$ cat src/rtl/mbss_pkg.sv
// shared types and constants for the masked byte signature scan
`timescale 1ns / 1ps
package mbss_pkg;

  // signature storage is fixed by the two 64-bit pattern registers
  localparam int SIG_BYTES = 16;
  localparam int PADDR_W   = 6;
  localparam int REG_IDX_W = 3;

  // register indexes, taken from paddr[5:3]
  localparam logic [REG_IDX_W-1:0] REG_PATTERN_LOW    = 3'd0;
  localparam logic [REG_IDX_W-1:0] REG_PATTERN_HIGH   = 3'd1;
  localparam logic [REG_IDX_W-1:0] REG_CARE_MASK      = 3'd2;
  localparam logic [REG_IDX_W-1:0] REG_PATTERN_LENGTH = 3'd3;
  localparam logic [REG_IDX_W-1:0] REG_BASE_ADDRESS   = 3'd4;

  typedef struct packed {
    logic [7:0] data_byte;
    logic       last;
  } in_item_t;

  typedef struct packed {
    logic        found;
    logic [31:0] match_address;
  } out_item_t;

  typedef struct packed {
    logic [63:0] pattern_low;
    logic [63:0] pattern_high;
    logic [15:0] care_mask;
    logic [4:0]  pattern_length;
    logic [31:0] base_address;
  } cfg_t;

  // outcome of one byte step
  typedef struct packed {
    logic      emit;
    out_item_t item;
  } step_res_t;

endpackage

$ cat src/rtl/masked_byte_signature_scan_core.sv
// Masked byte signature scan: top level with input and result registers
//
// Bytes of a memory range enter on the in channel (valid/ready), one word per
// byte in ascending address order, with last on the final byte. Each byte
// shifts into a window of MAX_PATTERN_BYTES bytes and the newest
// pattern_length bytes are compared with the signature; clear care_mask bits
// are wildcards. The first match of a scan gives one out word with found set
// and its start address; a scan with no match gives found clear on its last
// byte. Nothing else is produced.
// Path: an accepted byte is held in the input register, and its result goes
// into the result register when that slot is free or draining.
// Throughput: one byte per cycle while results are taken; the window compare
// is a single pass of parallel byte equalities between the input and result
// registers. When out_ready is low with a result pending, the input register
// holds and in_ready falls once it is full.
// Reset (rst, synchronous) clears the scan state, empties both pipeline registers
// and sets the configuration registers to zero but pattern_length, which is 1.
// Configuration is written through the apb-style port at byte address 8*index;
// the user must write it only with the block idle, which is not enforced.
`timescale 1ns / 1ps
module masked_byte_signature_scan_core
  import mbss_pkg::*;
#(
  parameter int MAX_PATTERN_BYTES = 16
) (
  input  logic               clk,
  input  logic               rst,
  input  logic               in_valid,
  output logic               in_ready,
  input  in_item_t           in_data,
  output logic               out_valid,
  input  logic               out_ready,
  output out_item_t          out_data,
  input  logic               psel,
  input  logic               penable,
  input  logic               pwrite,
  input  logic [PADDR_W-1:0] paddr,
  input  logic [63:0]        pwdata,
  output logic [63:0]        prdata,
  output logic               pready
);

  cfg_t      cfg;
  step_res_t res;
  logic      held_valid;
  in_item_t  held;
  logic      advance;

  assign pready = 1'b1;

  mbss_cfg_regs u_cfg (
    .clk    (clk),
    .rst    (rst),
    .wr_en  (psel && penable && pwrite),
    .paddr  (paddr),
    .pwdata (pwdata),
    .prdata (prdata),
    .cfg    (cfg)
  );

  mbss_window_match #(
    .MAX_PATTERN_BYTES (MAX_PATTERN_BYTES)
  ) u_match (
    .clk       (clk),
    .rst       (rst),
    .cfg       (cfg),
    .step      (advance),
    .data_byte (held.data_byte),
    .last      (held.last),
    .res       (res)
  );

  // a held word moves on when the result slot is free or draining
  assign advance  = held_valid && (!out_valid || out_ready);
  assign in_ready = !held_valid || advance;

  // input register
  always_ff @(posedge clk) begin
    if (rst) begin
      held_valid <= 1'b0;
    end else if (in_ready) begin
      held_valid <= in_valid;
    end
  end

  always_ff @(posedge clk) begin
    if (in_ready) begin
      held <= in_data;
    end
  end

  // result register
  always_ff @(posedge clk) begin
    if (rst) begin
      out_valid <= 1'b0;
    end else if (advance) begin
      out_valid <= res.emit;
    end else if (out_ready) begin
      out_valid <= 1'b0;
    end
  end

  always_ff @(posedge clk) begin
    if (advance) begin
      out_data <= res.item;
    end
  end

`ifndef ASSERT_OFF
  // a not-found word carries a zero address
  a_notfound_zero: assert property (@(posedge clk) disable iff (rst)
    out_valid && !out_data.found |-> out_data.match_address == 32'd0)
    else $error("not-found word with nonzero address");

  // input only backs up behind a stalled result
  a_stall_cause: assert property (@(posedge clk) disable iff (rst)
    !in_ready |-> held_valid && out_valid && !out_ready)
    else $error("input stalled without a pending result");

  // pipeline comes out of reset empty
  a_reset_empty: assert property (@(posedge clk)
    rst |=> !out_valid && !held_valid)
    else $error("pipeline not empty after reset");
`endif

endmodule

$ cat src/rtl/mbss_cfg_regs.sv
// configuration register file behind the apb-style port
`timescale 1ns / 1ps
module mbss_cfg_regs
  import mbss_pkg::*;
(
  input  logic               clk,
  input  logic               rst,
  input  logic               wr_en,
  input  logic [PADDR_W-1:0] paddr,
  input  logic [63:0]        pwdata,
  output logic [63:0]        prdata,
  output cfg_t               cfg
);

  logic [REG_IDX_W-1:0] idx;

  assign idx = paddr[PADDR_W-1:PADDR_W-REG_IDX_W];

  // register writes
  always_ff @(posedge clk) begin
    if (rst) begin
      cfg.pattern_low    <= '0;
      cfg.pattern_high   <= '0;
      cfg.care_mask      <= '0;
      cfg.pattern_length <= 5'd1;
      cfg.base_address   <= '0;
    end else if (wr_en) begin
      unique case (idx)
        REG_PATTERN_LOW:    cfg.pattern_low    <= pwdata;
        REG_PATTERN_HIGH:   cfg.pattern_high   <= pwdata;
        REG_CARE_MASK:      cfg.care_mask      <= pwdata[15:0];
        REG_PATTERN_LENGTH: cfg.pattern_length <= pwdata[4:0];
        REG_BASE_ADDRESS:   cfg.base_address   <= pwdata[31:0];
        default: ;
      endcase
    end
  end

  // read-back
  always_comb begin
    unique case (idx)
      REG_PATTERN_LOW:    prdata = cfg.pattern_low;
      REG_PATTERN_HIGH:   prdata = cfg.pattern_high;
      REG_CARE_MASK:      prdata = {48'd0, cfg.care_mask};
      REG_PATTERN_LENGTH: prdata = {59'd0, cfg.pattern_length};
      REG_BASE_ADDRESS:   prdata = {32'd0, cfg.base_address};
      default:            prdata = '0;
    endcase
  end

endmodule

$ cat src/rtl/mbss_window_match.sv
// byte window, scan state and masked signature compare
`timescale 1ns / 1ps
module mbss_window_match
  import mbss_pkg::*;
#(
  parameter int MAX_PATTERN_BYTES = 16
) (
  input  logic       clk,
  input  logic       rst,
  input  cfg_t       cfg,
  input  logic       step,
  input  logic [7:0] data_byte,
  input  logic       last,
  output step_res_t  res
);

  localparam int LEN_W = $clog2(MAX_PATTERN_BYTES + 1);

  logic [7:0]       window      [MAX_PATTERN_BYTES];
  logic [7:0]       window_next [MAX_PATTERN_BYTES];
  logic [7:0]       sig         [SIG_BYTES];
  logic [31:0]      bytes_seen;
  logic [31:0]      bytes_seen_next;
  logic             already_found;
  logic [LEN_W-1:0] eff_len;
  logic             mismatch;
  logic             hit;

  // effective length, clamped to 1..MAX_PATTERN_BYTES
  always_comb begin
    if (cfg.pattern_length == 5'd0) begin
      eff_len = LEN_W'(1);
    end else if (cfg.pattern_length > 5'(MAX_PATTERN_BYTES)) begin
      eff_len = LEN_W'(MAX_PATTERN_BYTES);
    end else begin
      eff_len = LEN_W'(cfg.pattern_length);
    end
  end

  // signature bytes, byte 0 in the low bits of pattern_low
  always_comb begin
    for (int k = 0; k < 8; k++) begin
      sig[k]     = cfg.pattern_low[k*8 +: 8];
      sig[k + 8] = cfg.pattern_high[k*8 +: 8];
    end
  end

  // window after taking the incoming byte
  always_comb begin
    window_next[0] = data_byte;
    for (int i = 1; i < MAX_PATTERN_BYTES; i++) begin
      window_next[i] = window[i-1];
    end
  end

  assign bytes_seen_next = (bytes_seen == '1) ? bytes_seen : bytes_seen + 32'd1;

  // window position pos pairs with signature byte eff_len-1-pos
  always_comb begin
    logic [4:0] k;
    mismatch = 1'b0;
    for (int pos = 0; pos < MAX_PATTERN_BYTES; pos++) begin
      k = 5'(eff_len) - 5'(pos) - 5'd1;
      if ((5'(pos) < 5'(eff_len)) && cfg.care_mask[k[3:0]] &&
          (window_next[pos] != sig[k[3:0]])) begin
        mismatch = 1'b1;
      end
    end
  end

  assign hit = !already_found && (bytes_seen_next >= 32'(eff_len)) && !mismatch;

  // result of this step
  always_comb begin
    res.emit               = hit || (!already_found && last);
    res.item.found         = hit;
    res.item.match_address = hit ?
        cfg.base_address + (bytes_seen_next - 32'(eff_len)) : 32'd0;
  end

  // scan state, cleared at the end of every scan
  always_ff @(posedge clk) begin
    if (rst) begin
      bytes_seen    <= '0;
      already_found <= 1'b0;
      for (int i = 0; i < MAX_PATTERN_BYTES; i++) window[i] <= '0;
    end else if (step) begin
      if (last) begin
        bytes_seen    <= '0;
        already_found <= 1'b0;
        for (int i = 0; i < MAX_PATTERN_BYTES; i++) window[i] <= '0;
      end else begin
        bytes_seen    <= bytes_seen_next;
        already_found <= already_found || hit;
        for (int i = 0; i < MAX_PATTERN_BYTES; i++) window[i] <= window_next[i];
      end
    end
  end

`ifndef ASSERT_OFF
  // a reported match always has at least one byte behind it
  a_found_has_bytes: assert property (@(posedge clk) disable iff (rst)
    already_found |-> bytes_seen != 32'd0)
    else $error("match flag set with no bytes seen");

  // a second hit in one scan is never reported
  a_single_hit: assert property (@(posedge clk) disable iff (rst)
    already_found |-> !res.emit)
    else $error("result after a match in the same scan");
`endif

endmodule

$ cat config.mk
export PLATFORM = sky130hd
export DESIGN_NAME = masked_byte_signature_scan_core
export DESIGN_NICKNAME = d
export VERILOG_FILES = /design/src/rtl/mbss_pkg.sv /design/src/rtl/masked_byte_signature_scan_core.sv /design/src/rtl/mbss_cfg_regs.sv /design/src/rtl/mbss_window_match.sv
export SDC_FILE = /design/constraint.sdc
export NUM_CORES = 1
export LEC_CHECK = 0
export ABC_CLOCK_PERIOD_IN_PS = 8500
export BUFFER_PORTS_ARGS = -buffer_cell sky130_fd_sc_hd__buf_2
export CORE_MARGIN = 3
export CORE_UTILIZATION = 45
export CTS_CLUSTER_SIZE = 16
export DETAILED_ROUTE_END_ITERATION = 16
export SETUP_SLACK_MARGIN = 0.1
export SYNTH_ARGS = -nofsm -noshare
export SYNTH_HDL_FRONTEND = slang
export SYNTH_SLANG_ARGS = --single-unit
$ cat constraint.sdc
create_clock -name clk -period 8.5 [get_ports clk]
set_clock_uncertainty 0.2 [all_clocks]
set_input_delay 1.7 -clock clk [delete_from_list [all_inputs] [get_ports clk]]
set_output_delay 1.7 -clock clk [all_outputs]
set_load 0.05 [all_outputs]
======== Word level (Yosys, flattened, before mapping) ========
Memory sizes are Yosys's and may differ from the RTL's.
Index checks and enable logic that the tools add are counted.
word-level totals
  memories ................................ 1
  word-level logic and storage cells ...... 366
  output and inout port bits .............. 100
  register bits after elaboration ......... 258
  bits of input ports ..................... 86
  memory bits (writable) .................. 128
memories
  name            words  bits a word  rd ports  clocked after Yosys merged registers in  wr ports  RTL line                 source
  u_match.window  16     8            15        0                                        16        mbss_window_match.sv:19  logic [7:0] window [MAX_PATTERN_BYTES];
cells by class
  eq/ne operators ......................... 21
  reduce and logical (&&, ||, !) cells .... 54
  bitwise gates (word level) .............. 48
  mux-type cells .......................... 146
  add/subtract/negate cells ............... 33
  order comparisons ....................... 50
operator list
  operator               count
  $bmux 8 s4             16
  $mux 8                 64
  $pmux 64 s5            1
  $ne 8x8->1             16
  $ge 5x5->1 const B     16
  $lt 4x5->1 const B     16
  $not 4->5              16
  $bmux 1 s4             16
  $mux 32                2
  $sub 4x1->4 const B    16
  $mux 1                 45
  $lt 4x5->1 const A     8
  $logic_and 1x1->1      38
  $add 32x1->32 const B  1
  $add 32x32->32         1
  $eq 32x32->1 const B   1
  $ge 32x5->1            1
  $or 1x1->1             32
  $sub 32x5->32          1
  $sub 4x4->4 const B    8
  $lt 3x5->1 const A     4
  $sub 4x3->4 const B    4
  $lt 1x5->1 const A     2
  $lt 2x5->1 const A     2
  other kinds (12)       25

======== Depth between registers and ports, before layout ========
Gate-level depths: netlist of the first run.
  depth in word-level cells ............... 30
  depth in mapped cells ................... 24
  depth with buffers taken out ............ 21

======== Cells and area by module ========
A second synthesis of the first run with hierarchy kept.
unflattened totals
  cell total of the unflattened synthesis .. 2828
  area, all modules ....................... 26950.8 um^2
modules (own cells, without submodules)
  module                           sequential area each (um^2)  area an instance (um^2)  cells each  times used
  mbss_window_match                4184.0                       17939.7                  1810        1
  mbss_cfg_regs                    3623.5                       7638.6                   964         1
  masked_byte_signature_scan_core  1301.2                       1372.6                   54          1

======== Worst setup path after synthesis of the first run ========
Ideal clock, no wire load.
  kind .................................... reg2reg
  start point ............................. register u_match.bytes_seen[0]
  end point ............................... register out_data[30] in the netlist's numbering, data pin
  data required time ...................... 8.148 ns
  buffers on the path ..................... 1
  library setup time ...................... 0.152 ns
  arrival time ............................ 5.776 ns
  slack ................................... 2.373 ns
  clock period less this slack ............ 6.127 ns
  stages on the path, launching flop included .. 21
  cell sequence ........................... dfxtp_1 ha_1 nand2_1 or3_1 nor4_1 clkbuf_1 nor2_1 nor2_1 fa_1 ha_1 nor2b_1 o21a_1 o21ai_0 a2111oi_0 o311ai_0 a21oi_1 o21ai_0 o31ai_1 o41a_1 or4b_2 a31oi_1
between the ends
  longest elaborated chain between the ends .. 5
  elaborated cells between the ends (all ways) .. 8
  classes of those cells .................. add/sub: 3; order compare: 1; eq/ne: 1; mux: 1; reduce/logical: 2
RTL lines
  item                                                                   RTL line                                source
  start: declaration                                                     mbss_window_match.sv:22                 logic [31:0] bytes_seen;
  start signal: assignment                                               mbss_window_match.sv:93                 bytes_seen <= bytes_seen_next;
  $add 32x1->32 / $eq 32x32->1 (equally long branches)                   mbss_window_match.sv:56                 assign bytes_seen_next = (bytes_seen == '1) ? bytes_seen : bytes_seen + 32'd1;
  $mux 32 (*)                                                            mbss_window_match.sv:56
  parallel branches: the longest is 3 deep, another holds $sub 32x5->32  -
  end signal: assignment                                                 masked_byte_signature_scan_core.sv:105  out_data <= res.item;
  end: declaration                                                       masked_byte_signature_scan_core.sv:33   output out_item_t out_data,
Mark *: on every way between the ends.
A chain may end at the register's enable or synchronous reset.

======== Worst setup path in the final report of the first run ========
Same ends and word-level chain as after synthesis.

==> results list, run 1 <==
- RSZ-0062 raised after global routing: false
- In the final timing run, aggregate negative setup slack is 0 ps.
- A synthesized cell averages 8.83 um2.
* Req. time, crit path: 8740 ps
- For this run the aggregate overflow at the end of global routing stands at 0.
- Setup slack on the worst reg-to-reg path comes out at 1250 ps.
- Timing would allow up to 138 MHz.
- In the final layout, the share of cells above drive strength 1 is 17.9%.
* FF/Latch Area: 9110 um2
* Max Root-Sink Buffers: 3
- The mapped netlist covers 27200 um2.
* Maxcap violations: 0
* Global-route wire length before repair: 165 mm
* Total nets after synthesis: 3238
- In the final layout, the multi-input gates occupy 16800 um2.
- Total half-perimeter wirelength after legalization and detailed placement: 87.4 mm
- Final cell count without fillers: 3951
- Detailed-route DRC error count: 0
- Die Ht: 252 um
- The count of nets left with antenna violations once routing finished came out at 0.
- In this run the horizontal extent of the chip is 252 um.
- Count of buffers from port buffering: 181
* Cells traversed along the worst timing path: ha_1, nand2_1, or3_1, nor4_1, buf_4, nor2_1, xor2_1, inv_1, fa_1, inv_1, ha_1, o21a_1, o21ai_0, a2111oi_0, o311ai_0, a21oi_1, o21ai_0, o31ai_1, o41a_1, or4b_2, a31oi_1
- Worst Max-Slew Pin Slew: 1480 ps
- Relative slew margins: 1.20%
* Area of the die: 63400 um2
* Initial Util: 45.8%
* Async set-reset flop share out of synthesis: 0%
- The filler cells instantiated in the layout total 5532.
- Count of different cell masters after synthesis: 83
- TritonCTS built the clock tree.
- In the synthesized netlist the dominant register cell turns out to be sky130_fd_sc_hd__dfxtp_1.
- The first detailed-routing pass ran for 7 iterations.
- Root buffer selected by CTS: sky130_fd_sc_hd__clkbuf_16
- Internal power comes to 3.33 mW.
- The worst setup path is captured at a flop.
- Max H-tree Level: 2
* Slew Limit Fails: 0
* Maximum fanout count along the critical path: 13
- The analysis attributes to net switching a power of 1.26 mW.
* Biggest cell delay along the critical path: 700 ps
- Final Net Count: 3301
* Run status: finished clean
* Antenna violations before repair: 6
- Startpoint-to-endpoint class of the critical path: flop to flop
* Pwr dens: 152 nW/um2
- Largest net degree at the start of global routing: 115
- In the routed layout, each cell is associated on average with a via count of 6.65.
- The core region is 59400 um2.
- The worst register-to-register path has a depth of 21.
- Of the total power, the clock network draws 44.0%.
- Via Count: 26300
* Post_cts resized: 0
- Vias in the first global route: 23600
- Setup violations remaining at the end of the flow were counted as 0.
- Arrival time worst endpoint: 7500 ps
- The min-delay analysis places its worst path in the category flop to flop.
- The endpoint identified for the worst register-to-register timing path is out_data[30].
- Initial drt markers: 3662
- Sw frac: 27.4%
- Drt wl/cell: 29.2 um
* GRT met2 Usage: 51.7%
- Synth-to-layout area growth: 11.2%
- For this block, the routed nets add up to 115 mm of wire.
- The worst register-to-register path begins at u_match.bytes_seen[0].
* GR Util met3: 10.4%
* CTS Buf Count: 46
- The hold violation count in the final report came to 0.
* Number of synthesized register bits: 378
- Final clock period utilization by the worst path: 85.3%
- Among all stages on the critical path, the largest delay is contributed by sky130_fd_sc_hd__o311ai_0.
- The number of placed instances, taps included, is 3866.
- Syn. warnings: 0
* Kind of start point of the critical path: flop
- Layer with the highest usage: met2
- Sequential group share of total power: 44.5%
* Standard-cell rows: 89
- The tree built by TritonCTS fans out to 378 sinks.
- Clock-pin slew of the registers on the worst-case setup and hold paths: 60 ps
* Final weighted congestion in routability-driven placement: 1.07
- Time the worst path needs with I/O delays and setup: 7250 ps
- Top-Level Pins: 186
- Synthesis produced a netlist whose cell count is 3078.
* Insertion delay to the later sink of the worst-skew pair: 610 ps
- Pleak: 11.5 nW
- Total track usage: 35.2%
* Number of synthesized flops with an enable pin: 154
- The most critical setup path has its endpoint at out_data[30].
- In this run, post-CTS hold repair placed 0 buffers.
- Critical path launch point: u_match.bytes_seen[0]
* Proportion of power drawn by combinational gates: 11.5%
- Global routing used 49.9% of the available met1 tracks.
* Sequential share of the synthesized area: 33.5%
* Number of post-CTS setup repair buffers: 0
- Across the VDD grid, the largest voltage drop is 0.146 mV.
power groups by stage:
stage          clock, mW  sequential, mW  combinational (mW)
2_1_floorplan          0            2.09               0.312
3_3_place_gp           0            2.07               0.513
3_5_place_dp           0            2.08               0.520
4_1_cts             2.04            2.04               0.522
5_1_grt             2.11            2.04               0.570
6_report            2.02            2.04               0.529
worst max-delay path: cells and delay by family (launching register included):
kind	cells	cell delay [ps]
AND/OR/NAND/NOR	5	1680
XOR/XNOR	1	290
AO/OA/AOI/OAI	9	3070
flip-flops	1	400
buffers and inverters	3	420
adder cells (fa/ha/maj)	3	1060
layout by cell type (no fill, tap or decap), types with 49 or more instances in the layout:
| cell type | n |
|---|---|
| sky130_fd_sc_hd__o21ai_0 | 77 |
| sky130_fd_sc_hd__ha_1 | 68 |
| sky130_fd_sc_hd__nor2_1 | 164 |
| sky130_fd_sc_hd__inv_1 | 116 |
| sky130_fd_sc_hd__buf_4 | 64 |
| sky130_fd_sc_hd__nand2_1 | 486 |
| sky130_fd_sc_hd__dfxtp_1 | 223 |
| sky130_fd_sc_hd__mux4_2 | 130 |
| sky130_fd_sc_hd__a22oi_1 | 57 |
| sky130_fd_sc_hd__o22ai_1 | 81 |
| sky130_fd_sc_hd__xnor2_1 | 73 |
| sky130_fd_sc_hd__mux2_2 | 54 |
| sky130_fd_sc_hd__nor3_1 | 72 |
| sky130_fd_sc_hd__xor2_1 | 64 |
| sky130_fd_sc_hd__edfxtp_1 | 154 |
| sky130_fd_sc_hd__and3_1 | 124 |
| sky130_fd_sc_hd__a22o_1 | 49 |
| sky130_fd_sc_hd__mux2i_1 | 49 |
| sky130_fd_sc_hd__buf_2 | 180 |
| sky130_fd_sc_hd__nand2b_1 | 60 |
| sky130_fd_sc_hd__a21oi_1 | 285 |
cell families after synthesis:
| group | after synthesis | share of synthesized area [%] |
|---|---|---|
| compound gates | 761 | 18.3 |
| buf+inv | 353 | 5.07 |
| simple gates | 1139 | 20.3 |
| fa+ha+maj | 74 | 3.54 |
| xor+xnor | 139 | 4.48 |
| mux | 233 | 14.8 |
| other cells | 1 | 0.0138 |
| flops | 378 | 33.5 |
cells in the mapped netlist, drive strengths merged, types with 26 or more instances:
library cell,count,share of area (%)
nor4,26,0.64
nand3,38,0.72
a222oi,41,1.5
clkbuf,191,2.6
dfxtp,224,16
inv,123,1.7
buf,39,0.73
or2,26,0.60
a21oi,286,5.3
mux2,54,2.2
o22ai,81,1.9
nor3,73,1.3
edfxtp,154,17
mux2i,49,1.8
nand2b,60,1.4
xor2,64,2.1
a22o,49,1.6
mux4,130,11
or3,37,0.85
o21ai,84,1.5
nor2,164,2.3
xnor2,75,2.4
nand2,489,6.8
ha,69,3.2
a211oi,34,0.94
a22oi,57,1.6
and3,124,2.9
flip-flops by register name, indices dropped and copies added (netlist names):
name                   count
u_match.bytes_seen        32
u_match.window           120
out_data                  33
held_valid                 1
u_cfg.cfg                181
held                       9
out_valid                  1
u_match.already_found      1
stage by stage:
step                hold WS [ps]  utilization [%]  cell area (um2)  power, mW  setup slack (ps)
finish                       277             50.9            30200       4.59              1250
global route                 302             50.9            30200       4.72               850
CTS                          276             50.9            30200       4.60              1400
detailed placement           266             48.4            28700       2.59              1460
global placement             264             48.4            28700       2.59              1620
floorplan                    249                -            27200       2.40              2370
routing by layer:
| layer | part of all wire (%) | vias to the layer above |
|---|---|---|
| li1 | - | 11600 |
| met1 | 42 | 12900 |
| met2 | 42 | 1548 |
| met3 | 12 | 223 |
| met4 | 3.7 | 2 |
| met5 | 0.011 | - |
how the worst min path moves through the flow:
stage / from / end / slack, ps / depth (start not counted)
after CTS: u_cfg.cfg[8] / u_cfg.cfg[8] / 280 / 2
after global routing: u_cfg.cfg[9] / u_cfg.cfg[9] / 300 / 2
after floorplan: u_cfg.cfg[3] / u_cfg.cfg[3] / 250 / 2
after global placement: u_cfg.cfg[5] / u_cfg.cfg[5] / 260 / 2
final: u_cfg.cfg[11] / u_cfg.cfg[11] / 280 / 2
after detailed placement: u_cfg.cfg[8] / u_cfg.cfg[8] / 270 / 2
area by class of cell:
| class | instances | share of cell area [%] |
|---|---|---|
| multi-input cells | 2347 | 55.5 |
| flip-flops and latches | 378 | 30.1 |
| repair buffers | 245 | 4.61 |
| clock buffers | 62 | 4.28 |
| well taps | 773 | 3.20 |
| inverters | 123 | 1.54 |
| clock inverters | 18 | 0.724 |
| diodes | 5 | 0.0414 |
Power figures use the tool's default switching activity.
==> run 2: changes to the inputs <==
Settings changed: ABC_AREA set to 1, CORE_UTILIZATION 45 to 30.
==> run 2 against run 1 <==
Combinational power grew 80%; utilization decreased by 16 points; total power increased by 12%; cell area up 5.5%; final cell count increased by 48%; wire length grew 22%; critical path depth increased by 5; first-iteration DRC count grew 21%; critical path type unchanged; critical endpoint is now out_data[26]; largest cell class unchanged; largest power group is now the clock network; highest routed layer unchanged.
==> results list, run 2 <==
- Share of final-layout standard cells stronger than drive strength 1: 8.05% (-9.9 points)
* Filler Cells Inserted: 10300 (+86%)
* Clock network fraction of design power: 42.2% (-1.8 points)
- The iteration count of the initial detailed-routing pass was 6 (-1).
- The startpoint identified for the worst hold timing path is u_cfg.cfg[44].
- The static leakage was 14.5 nW (+26%).
- Initial drt markers: 4435 (+21%)
- The clock sink count is 378 (unchanged).
* Endpoint of the most critical register-to-register path: out_data[26]
* Slowest stage cell, crit path: sky130_fd_sc_hd__fa_1
* Top-Level Pins: 186 (unchanged)
- The routed via count divided by cell count was 5.53 (-17%).
* Maxcap violations: 0 (unchanged)
* Fin Setup TNS: 0 ps (unchanged)
* Number of post-CTS setup repair buffers: 0 (unchanged)
- Count of buffers from port buffering: 181 (unchanged)
- The starting density of the core came to 30.6% (-15 points).
- The clock input transition at the sequential cells of the worst setup and hold paths was 60 ps (about the same).
- The flop-to-flop setup slack came to 1910 ps (+660 ps).
- Sw frac: 32.3% (+4.9 points)
- Syn. warnings: 0 (unchanged)
- The post-route total power came to 5.14 mW (+12%).
- Area of the die: 98000 um2 (+55%)
- Final setup slack of the worst path: 1910 ps (+661 ps)
- Post_cts resized: 0 (unchanged)
- Floorplan Core Area: 92500 um2 (+56%)
- Final setup violating endpoints: 0 (unchanged)
- The share of the synthesized area in the top cell type came to 17.1% (+0.064 points).
- The routed wire length came to 140 mm (+22%).
- The worst setup path is captured at a flop.
- Leaving out fill and tap cells, the most frequent cells in the layout are sky130_fd_sc_hd__nand2_1 (1284), sky130_fd_sc_hd__nand3_1 (922), sky130_fd_sc_hd__inv_1 (494), sky130_fd_sc_hd__nor2_1 (281), sky130_fd_sc_hd__o21ai_0 (281).
- The required arrival time at the worst endpoint was 8650 ps (-90 ps).
- The number of cells in the finished layout apart from fillers was 5861 (+48%).
- The share of flip-flops with an asynchronous set or reset is 0% (unchanged).
* Global route total overflow: 0 (unchanged)
- The overall die height came to 313 um (+24%).
- In the synthesized netlist, the cells that appear most often are sky130_fd_sc_hd__nand2_1 (1286), sky130_fd_sc_hd__nand3_1 (922), sky130_fd_sc_hd__inv_1 (496).
* Per-instance average area after synthesis: 6.26 um2 (-29%)
* Total net switching power: 1.66 mW (+32%)
- Via Count: 32400 (+23%)
* Worst Max-Slew Pin Slew: 1150 ps (-333 ps)
- Final Net Count: 4732 (+43%)
- The count of flip-flops with a built-in enable after synthesis was 154 (unchanged).
- The setup slack after placement is 1980 ps (+517 ps).
- The post-detailed-placement half-perimeter wirelength is 105 mm (+20%).
- The largest fanout of any net on the critical path came to 27 (+14).
- The cell-internal power came to 3.48 mW (+4.5%).
- The count of pins over their slew limit was 0 (unchanged).
* Min-delay worst type: flop to flop
* FF-to-FF path depth: 26 (+24%)
* Max Root-Sink Buffers: 3 (unchanged)
- The cell area after technology mapping came to 28300 um2 (+4.0%).
* Root buffer selected by CTS: sky130_fd_sc_hd__clkbuf_16
* Final weighted congestion in routability-driven placement: 1.04 (-3.3%)
- The worst setup path is launched from a flop.
- The critical path ends at out_data[26].
* Pwr dens: 161 nW/um2 (+6.3%)
* Commonest non-fill, non-tap cell in the layout: sky130_fd_sc_hd__nand2_1
- The delay contributed by the slowest stage of the critical path came to 560 ps (-140 ps).
* Cts-stage hold buffer count: 0 (unchanged)
- The synthesized design spends more area on one cell type than any other, namely sky130_fd_sc_hd__nand2_1.
* Detailed-route DRC error count: 0 (unchanged)
- The largest registers in the layout are u_cfg.cfg: 181 flops, u_match.window: 120 flops, out_data: 33 flops.
- Max reg flops: 181 (unchanged)
- Drt wl/cell: 24.0 um (-18%)
- Count leader, synth: sky130_fd_sc_hd__nand2_1
- Setup repair after global routing left no endpoint under its margin.
* IR Drop Worst-Case VDD: 0.148 mV (+1.6%)
* Time the worst path needs with I/O delays and setup: 6590 ps (-661 ps)
* Hold Violations, Final: 0 (unchanged)
* Sequential group share of total power: 39.3% (-5.2 points)
- The area of combinational cells with multiple inputs came to 16300 um2 (-3.0%).
- The total instance count after detailed placement came to 5766 (+49%).
- The post-synthesis cell count is 4520 (+47%).
- Total nets after synthesis: 4680 (+45%)
- Startpoint-to-endpoint class of the critical path: flop to flop
* Final Util: 34.5% (-16 points)
- Compared with the post-synthesis result, the final layout area differs by 12.8%.
* Maximum frequency from static timing analysis: 152 MHz (+10%)
* Max H-tree Level: 2 (unchanged)
- Relative slew margins: 23.3% (+22 points)
* Run status: finished clean
- Number of synthesized register bits: 378 (unchanged)
* Insertion delay to the later sink of the worst-skew pair: 630 ps (+20 ps)
* Cell type with the highest occurrence count on the critical path: sky130_fd_sc_hd__o21ai_0
- Final clock period utilization by the worst path: 77.5% (-7.8 points)
- TritonCTS clock tree: yes
- Arrival time worst endpoint: 6740 ps (-760 ps)
- The sequential standard cell area is 9110 um2 (about the same).
* Count of different cell masters after synthesis: 51 (-39%)
* Largest net degree at the start of global routing: 115 (unchanged)
- Ranked by flip-flop count, first place goes to u_cfg.cfg.
- Standard-cell rows: 111 (+25%)
- CTS Buf Count: 47 (+2.2%)
* Die Width: 313 um (+24%)
- Total track usage: 27.7% (-7.5 points)
- The worst register-to-register path begins at u_match.bytes_seen[0].
- Critical path launch point: u_match.bytes_seen[0]
- Antenna violations before repair: 8 (+2)
- The post-route antenna net violation count is 0 (unchanged).
- Vias in the first global route: 28900 (+23%)
* Global-route wire length before repair: 200 mm (+22%)
* Proportion of power drawn by combinational gates: 18.5% (+7.0 points)
- Among all flip-flop cells after synthesis, the most frequent one is sky130_fd_sc_hd__dfxtp_1.
- By area the synthesized netlist is led by sky130_fd_sc_hd__nand2_1 (17%), sky130_fd_sc_hd__edfxtp_1 (16%), sky130_fd_sc_hd__nand3_1 (16%).
* Sequential share of the synthesized area: 32.2% (-1.3 points)
[run 2: changes by cell type in the layout (fill, tap and decap cells not counted), sizes merged, moves of 123 or more]
cell / before / now
o21ai: 84 / 294
nor2: 164 / 287
mux4: 130 / 0
nand2: 489 / 1301
and3: 124 / 1
nand3: 38 / 923
inv: 125 / 513
[run 2: power groups by stage]
stage	sequential [mW]	combinational, mW	clock (mW)
4_1_cts	2.02	0.926	2.20
3_5_place_dp	2.06	0.923	0
5_1_grt	2.03	1.02	2.26
3_3_place_gp	2.06	0.921	0
2_1_floorplan	2.11	0.528	0
6_report	2.02	0.951	2.17
[run 2: layout make-up]
cell class / instances / area share, %
Tap cell: 1243 / 4.88
Antenna cell: 8 / 0.0628
Clock buffer: 70 / 4.64
Inverter: 518 / 6.14
Clock inverter: 17 / 0.436
Multi-Input combinational cell: 3388 / 51.0
Timing Repair Buffer: 239 / 4.25
Sequential cell: 378 / 28.6
[run 2: metrics by stage]
step | instance area (um2) | hold WS [ps]
2_1_floorplan | 28300 | 249
3_3_place_gp | 30200 | 264
3_5_place_dp | 30200 | 273
4_1_cts | 31900 | 283
5_1_grt | 31900 | 311
6_report | 31900 | 284
[run 2: logic make-up (layout without fill, tap and decap cells)]
| group | Yosys count | count (layout) | synth area share [%] |
|---|---|---|---|
| AND/OR/NAND/NOR | 2584 | 2584 | 39.3 |
| buffers and inverters | 754 | 844 | 10.5 |
| AO/OA/AOI/OAI | 664 | 664 | 12.6 |
| flip-flops | 378 | 378 | 32.2 |
| adder cells (fa/ha/maj) | 74 | 74 | 3.41 |
| XOR/XNOR | 63 | 63 | 1.95 |
| multiplexers | 2 | 2 | 0.0708 |
| other | 1 | 9 | 0.0133 |
[run 2: routing by layer]
| metal | track usage (%) | wire, um | up-vias |
|---|---|---|---|
| li1 | - | - | 15000 |
| met1 | 38.2 | 58400 | 15100 |
| met2 | 39.5 | 56400 | 1984 |
| met3 | 6.31 | 16300 | 325 |
| met4 | 16.1 | 9390 | 2 |
| met5 | 0 | 9 | - |
[run 2: how the worst min path moves through the flow]
| stage | to | slack (ps) | cells after the start |
|---|---|---|---|
| 6_report | u_cfg.cfg[44] | 280 | 2 |
| 3_5_place_dp | u_cfg.cfg[48] | 270 | 2 |
| 4_1_cts | u_cfg.cfg[48] | 280 | 2 |
| 5_1_grt | u_match.bytes_seen[2] | 310 | 2 |
| 3_3_place_gp | u_cfg.cfg[44] | 260 | 2 |
| 2_1_floorplan | u_cfg.cfg[44] | 250 | 2 |
[run 2: critical path, delay by kind of cell (launching register included)]
kind / cells / cell delay, ps
compound gates: 10 / 2590
fa+ha+maj: 3 / 1250
buf+inv: 5 / 730
flops: 1 / 340
simple gates: 8 / 1170
